===== src/hdl/ope_pkg.sv =====
// ----------------------------------------------------------------------------
// ope_pkg
// Shared widths, codes, types and saturation helper for the orthogonal
// polynomial evaluator.
// ----------------------------------------------------------------------------
`default_nettype none

package ope_pkg;

    localparam int DATA_W          = 32;
    localparam int IDX_W           = 5;
    localparam int DEG_W           = 5;
    localparam int SUM_W           = 66;
    localparam int TABLE_DEPTH_DEF = 32;
    localparam int FRAC_BITS_DEF   = 16;

    localparam int APB_AW = 2;
    localparam int APB_DW = 32;
    localparam logic [APB_AW-1:0] ADDR_DEGREE = 2'd0;

    localparam logic OP_WRITE = 1'b0;
    localparam logic OP_EVAL  = 1'b1;

    typedef logic signed [DATA_W-1:0] data_t;

    typedef struct packed {
        logic  ovf;
        data_t val;
    } sat_t;

    // datapath strobes issued by the sequencer
    typedef struct packed {
        logic init;
        logic prep;
        logic mul;
        logic acc;
    } dp_ctl_t;

    localparam logic signed [SUM_W-1:0] SAT_HI = {{(SUM_W-DATA_W+1){1'b0}}, {(DATA_W-1){1'b1}}};
    localparam logic signed [SUM_W-1:0] SAT_LO = {{(SUM_W-DATA_W+1){1'b1}}, {(DATA_W-1){1'b0}}};

    function automatic sat_t sat32(input logic signed [SUM_W-1:0] v);
        sat_t r;
        if (v > SAT_HI)
        begin
            r.ovf = 1'b1;
            r.val = SAT_HI[DATA_W-1:0];
        end
        else if (v < SAT_LO)
        begin
            r.ovf = 1'b1;
            r.val = SAT_LO[DATA_W-1:0];
        end
        else
        begin
            r.ovf = 1'b0;
            r.val = v[DATA_W-1:0];
        end
        return r;
    endfunction

endpackage

`default_nettype wire


===== src/hdl/ope_coef_mem.sv =====
// ----------------------------------------------------------------------------
// ope_coef_mem
// Coefficient store: {a, alpha} and beta in two single-write memories,
// each with a registered read port.
// ----------------------------------------------------------------------------
`default_nettype none

module ope_coef_mem import ope_pkg::*; #(
    parameter int DEPTH = TABLE_DEPTH_DEF,
    localparam int AW   = $clog2(DEPTH)
) (
    input  wire logic          clk,
    input  wire logic          wr_en,
    input  wire logic [AW-1:0] wr_addr,
    input  wire data_t         wr_a,
    input  wire data_t         wr_alpha,
    input  wire data_t         wr_beta,
    input  wire logic          rd_en,
    input  wire logic [AW-1:0] rd_addr_a,
    input  wire logic [AW-1:0] rd_addr_b,
    output data_t              rd_a,
    output data_t              rd_alpha,
    output data_t              rd_beta
);

    logic [2*DATA_W-1:0] mem_aal [DEPTH];
    logic [DATA_W-1:0]   mem_bet [DEPTH];
    logic [2*DATA_W-1:0] rd_aal_reg;
    logic [DATA_W-1:0]   rd_bet_reg;

    always_ff @(posedge clk)
    begin
        if (wr_en)
        begin
            mem_aal[wr_addr] <= {wr_a, wr_alpha};
        end
        if (rd_en)
        begin
            rd_aal_reg <= mem_aal[rd_addr_a];
        end
    end

    always_ff @(posedge clk)
    begin
        if (wr_en)
        begin
            mem_bet[wr_addr] <= wr_beta;
        end
        if (rd_en)
        begin
            rd_bet_reg <= mem_bet[rd_addr_b];
        end
    end

    assign rd_a     = rd_aal_reg[2*DATA_W-1:DATA_W];
    assign rd_alpha = rd_aal_reg[DATA_W-1:0];
    assign rd_beta  = rd_bet_reg;

endmodule

`default_nettype wire


===== config.mk =====
export PLATFORM = sky130hd
export DESIGN_NAME = ope_coef_mem
export DESIGN_NICKNAME = d
export VERILOG_FILES = /design/src/hdl/ope_pkg.sv /design/src/hdl/ope_coef_mem.sv
export SDC_FILE = /design/constraint.sdc
export NUM_CORES = 2
export LEC_CHECK = 0
export BUFFER_PORTS_ARGS = -buffer_cell sky130_fd_sc_hd__buf_4
export CORE_ASPECT_RATIO = 1.1
export CORE_MARGIN = 2
export CORE_UTILIZATION = 45
export DETAILED_ROUTE_END_ITERATION = 10
export MAX_ROUTING_LAYER = met4
export PLACE_DENSITY = 0.68
export SLEW_MARGIN = 20
export SYNTH_ARGS = -nofsm -noshare
export SYNTH_HDL_FRONTEND = slang
export SYNTH_SLANG_ARGS = --single-unit

===== constraint.sdc =====
create_clock -name clk -period 6.66 [get_ports clk]
set_clock_uncertainty 0.15 [all_clocks]
set_input_delay 0.666 -clock clk [delete_from_list [all_inputs] [get_ports clk]]
set_output_delay 0.666 -clock clk [all_outputs]
set_load 0.01 [all_outputs]

== Word level (Yosys, flattened, before mapping) ==
Memory sizes are Yosys's and may differ from the RTL's. A register that Yosys moved wholly into a read port is not among the register bits.
Cells that the tools add are included.
Word-level totals
  word-level logic and storage cells: 4
  bits in writable memories: 3072
  memories: 2
  latch bits: 0
  bits in read-only memories: 0
  output and inout bits: 96
  input bits: 114
  flip-flop bits (word level): 0
Operators by class
  multipliers: 0
  muxes and demuxes: 2
  magnitude comparators: 0
  bitwise operators: 0
  shifts and indexed selects: 0
  add/sub/neg operators: 0
  div/mod/pow operators: 0
  equal/unequal tests: 0
  reductions and logical operators: 0
Memories
  mem_aal: depth 32, width 64, rd ports 1, clocked after memory_dff 1, wr ports 1, RTL line ope_coef_mem.sv:26  | logic [2*DATA_W-1:0] mem_aal [DEPTH];
  mem_bet: depth 32, width 32, rd ports 1, clocked after memory_dff 1, wr ports 1, RTL line ope_coef_mem.sv:27  | logic [DATA_W-1:0] mem_bet [DEPTH];
Operators with widths (number)
  1-bit two-way mux: 2

== Depth between registers and ports, before layout ==
  depth after elaboration: 2
  depth in mapped cells: 9
  depth with buffers taken out: 4

== Worst setup path after synthesis ==
OpenSTA, ideal clock, no wires.
  kind: input-to-reg
  start point: in wr_addr[1]
  end point: mem mem_aal[12][0] (netlist bit), enable pin
  stages: 3
  path buffers: 1
  setup time: 0.552 ns
  slack: 0.633 ns
  data arrival time: 5.325 ns
  cell sequence: or3b_2 clkbuf_1 nor2_1
RTL lines
  start: declaration: RTL line ope_coef_mem.sv:14  | input wire logic [AW-1:0] wr_addr,
  end: declaration: RTL line ope_coef_mem.sv:26
Straight into the memory's write port.

==> results.cfg <==
[synth]
yosysTopAreaCell = edfxtp_1
synthSimpleGateAreaFrac_pct = 0.955
yosysWarnings = 0
ys_async_sr_fraction_pct = 0
syn_area_um2 = 118000
synth-seq-area-share_pct = 80.9
synthMuxAreaShare_pct = 14.7
synth-edff-count = 3168
ys_types = 36
syn-instance-count = 4816
ys.flop_type = edfxtp_1
synth-xor-area-share_pct = 0
yosys.area_share.adder_pct = 0
netlist.area_leader.share_pct = 80.9
ys_seq_elements = 3168
synthTopCellsByArea = edfxtp_1 81%, mux4_2 14%, o22ai_1 1.9%
syn_avg_cell_area_um2 = 24.4
synth_compound_area_share_pct = 2.20
synth_top_family_by_area = multiplexers
syn_nets = 4930

[pwr]
clkPwrFrac_pct = 41.5
comb_power_share_pct = 4.4
power_frac_seq_pct = 54.1
p_leak_nw = 41.5
internal-power_mw = 32.9
power.total_mw = 41.3
power_density_nw_per_um2 = 307
ir_drop_uv = 225
p_switching_mw = 8.45
swShare_pct = 20.5

[sta]
rsz0062_at_grt = false
layout_setup_ws_ns = 3.62
fmax_mhz = 329
tightest_slew_ns = 1.16
hold_violations = 0
min_period_over_period_pct = 45.7
fin_crit_ns = 3.04
setup_violations = 0
slew-limit-headroom_pct = 22.6
finalMaxSlewViolations = 0
fin_setup_tns_ns = 0

[setup_path]
crit_fanout = 102
rrSetupSlack_ns = 4.57
cp_slowest_stage_delay_ns = 0.61
cp_top_family = buffers and inverters
rr_worst_depth = 4
crit_end = rd_aal_reg[37]
crit_start = rd_addr_a[0]
cp.arrival_ns = 3.57
critPathCaptureType = flip-flop
startpoint_type = primary input
setup.worst_path.class = primary input to flip-flop
cp_slowest_cell = buf_4
cp.required_ns = 7.18
r2r_end = rd_aal_reg[13]
path_cells = buf_8, buf_12, buf_4, mux4_2, o22ai_1, nor4_1
timing.rr.start = mem_aal[25][13]
crit_buf_inv = 3
path_depth = 6

[global_route]
grt_overflow = 0
grt.total_usage_pct = 22.4
antenna_found_initial = 26
grt_max_degree = 106
grt_pass1_wl_mm = 412
grt_pass1_vias = 56362

[layout]
final_common_cell = edfxtp_1
area_delta_synth_final_pct = 14.4
largest_reg_flops = 2048
multiInputGateArea_um2 = 21200
drive_gt1_share_pct = 27.8
fillCellCount = 19584
seqCellArea_um2 = 95100
nets = 5409
layout_common_cells = 3168 x edfxtp_1, 744 x mux4_2, 355 x o22ai_1

[clocking]
ctsResizeCount = 0
cts_tree = built
numCtsBuffers = 324
clock-sinks = 3168
clockBufferDepth = 4
clock_latency_ns = 0.94
clk_pin_slew_worst_paths_ns = 0.06
clock-root-buffer = clkbuf_16
htree_levels = 5

[route]
drc = 0
wl_per_cell_um = 32.4
dr.pass1.iters = 5
ant_nets = 0
vias = 55599
viasPerCell = 6.17
drtIter0Drc = 7533
finalWirelength_mm = 292

[floorplanning]
start_util_pct = 45.3
fp.dieH_um = 540
io_pins = 210
die_w_um = 492
coreArea_um2 = 260000
rows = 196
fp.dieArea_um2 = 266000

[placement]
globalplace.congestion = 0.738
dp_hpwl_mm = 135
io_buffers = 209
dp_slack_ns = 2.56

[job]
max_cap_viol_count = 0

[worst_hold_path]
min_path_type = primary input to flip-flop

[run_status]
outcome = complete, no violations
==> power by group through the flow <==
stage / registers, mW / clock network (mW) / logic (mW)
final: 22.4 / 17.1 / 1.83
after global routing: 22.4 / 18.1 / 1.95
after CTS: 22.4 / 17.3 / 1.85
after detailed placement: 22.8 / 0 / 1.78
after global placement: 22.8 / 0 / 1.75
after floorplan: 22.8 / 0 / 0.988
==> Yosys cell counts, types with 2 or more instances <==
master and number:
a22o_1 8, buf_6 27, edfxtp_1 3168, nor2b_1 7, buf_1 6, nor4_1 84
clkbuf_2 2, buf_2 119, or3b_2 5, clkbuf_4 2, nand3b_1 9, a221oi_1 7
or2_2 2, nand2_1 12, a22oi_1 12, clkbuf_1 37, nand3_1 22, buf_4 62
nor2_1 38, o22ai_1 355, nand2b_1 3, a21oi_1 12, nand4_1 3, mux4_2 744
a211oi_1 9, mux2i_1 48, or3_1 4
==> logic make-up (layout without fill, tap and decap cells) <==
kind of cell / count (synthesis) / after routing
other: 0 / 18
AOI/OAI and AO/OA: 404 / 404
and+or+nand+nor: 196 / 196
DFF: 3168 / 3168
buffers and inverters: 256 / 966
muxes: 792 / 792
==> metal layers <==
metal / share of wire, % / up-vias / GRT usage [%] / wire length [um]
li1: - / 22045 / - / -
met1: 39 / 29851 / 30.6 / 112000
met2: 49 / 3175 / 34.7 / 142000
met3: 10 / 528 / 4.47 / 29800
met4: 2.7 / 0 / 6.23 / 7890
met5: 0 / - / - / 0
==> cell type report <==
type / count / area share [%]
Multi-Input combinational cell: 1392 / 15.8
Tap cell: 3465 / 3.22
Antenna cell: 18 / 0.0335
Clock inverter: 160 / 1.01
Timing Repair Buffer: 409 / 2.94
Clock buffer: 397 / 6.31
Sequential cell: 3168 / 70.7
==> repair_timing <==
| action | in CTS | in global routing |
|---|---|---|
| hold buffers | 96 | 0 |
| setup buffers | 0 | 0 |
| setup endpoints to repair | 0 | 0 |
| endpoints found under the hold margin | 2972 | 0 |
==> through the flow <==
| step | cell area (um2) | hold WS (ns) | util, % | instances |
|---|---|---|---|---|
| floorplan | 118000 | 0.489 | - | 4816 |
| finish | 135000 | 0.197 | 51.8 | 9009 |
| global placement | 124000 | 0.600 | 47.6 | 8332 |
| detailed placement | 124000 | 0.597 | 47.6 | 8336 |
| CTS | 134000 | 0.133 | 51.8 | 8989 |
| global route | 135000 | 0.201 | 51.8 | 9005 |
==> worst min path at each step <==
stage / startpoint / end / depth (start not counted)
after floorplan: mem_aal[2][45] / rd_aal_reg[45] / 4
final: rd_addr_a[4] / rd_aal_reg[63] / 2
after global routing: rd_addr_a[4] / rd_aal_reg[38] / 2
after detailed placement: mem_aal[2][45] / rd_aal_reg[45] / 4
after CTS: rd_addr_a[4] / rd_aal_reg[63] / 2
after global placement: mem_aal[2][45] / rd_aal_reg[45] / 4
(Power assumes the default switching activity.)
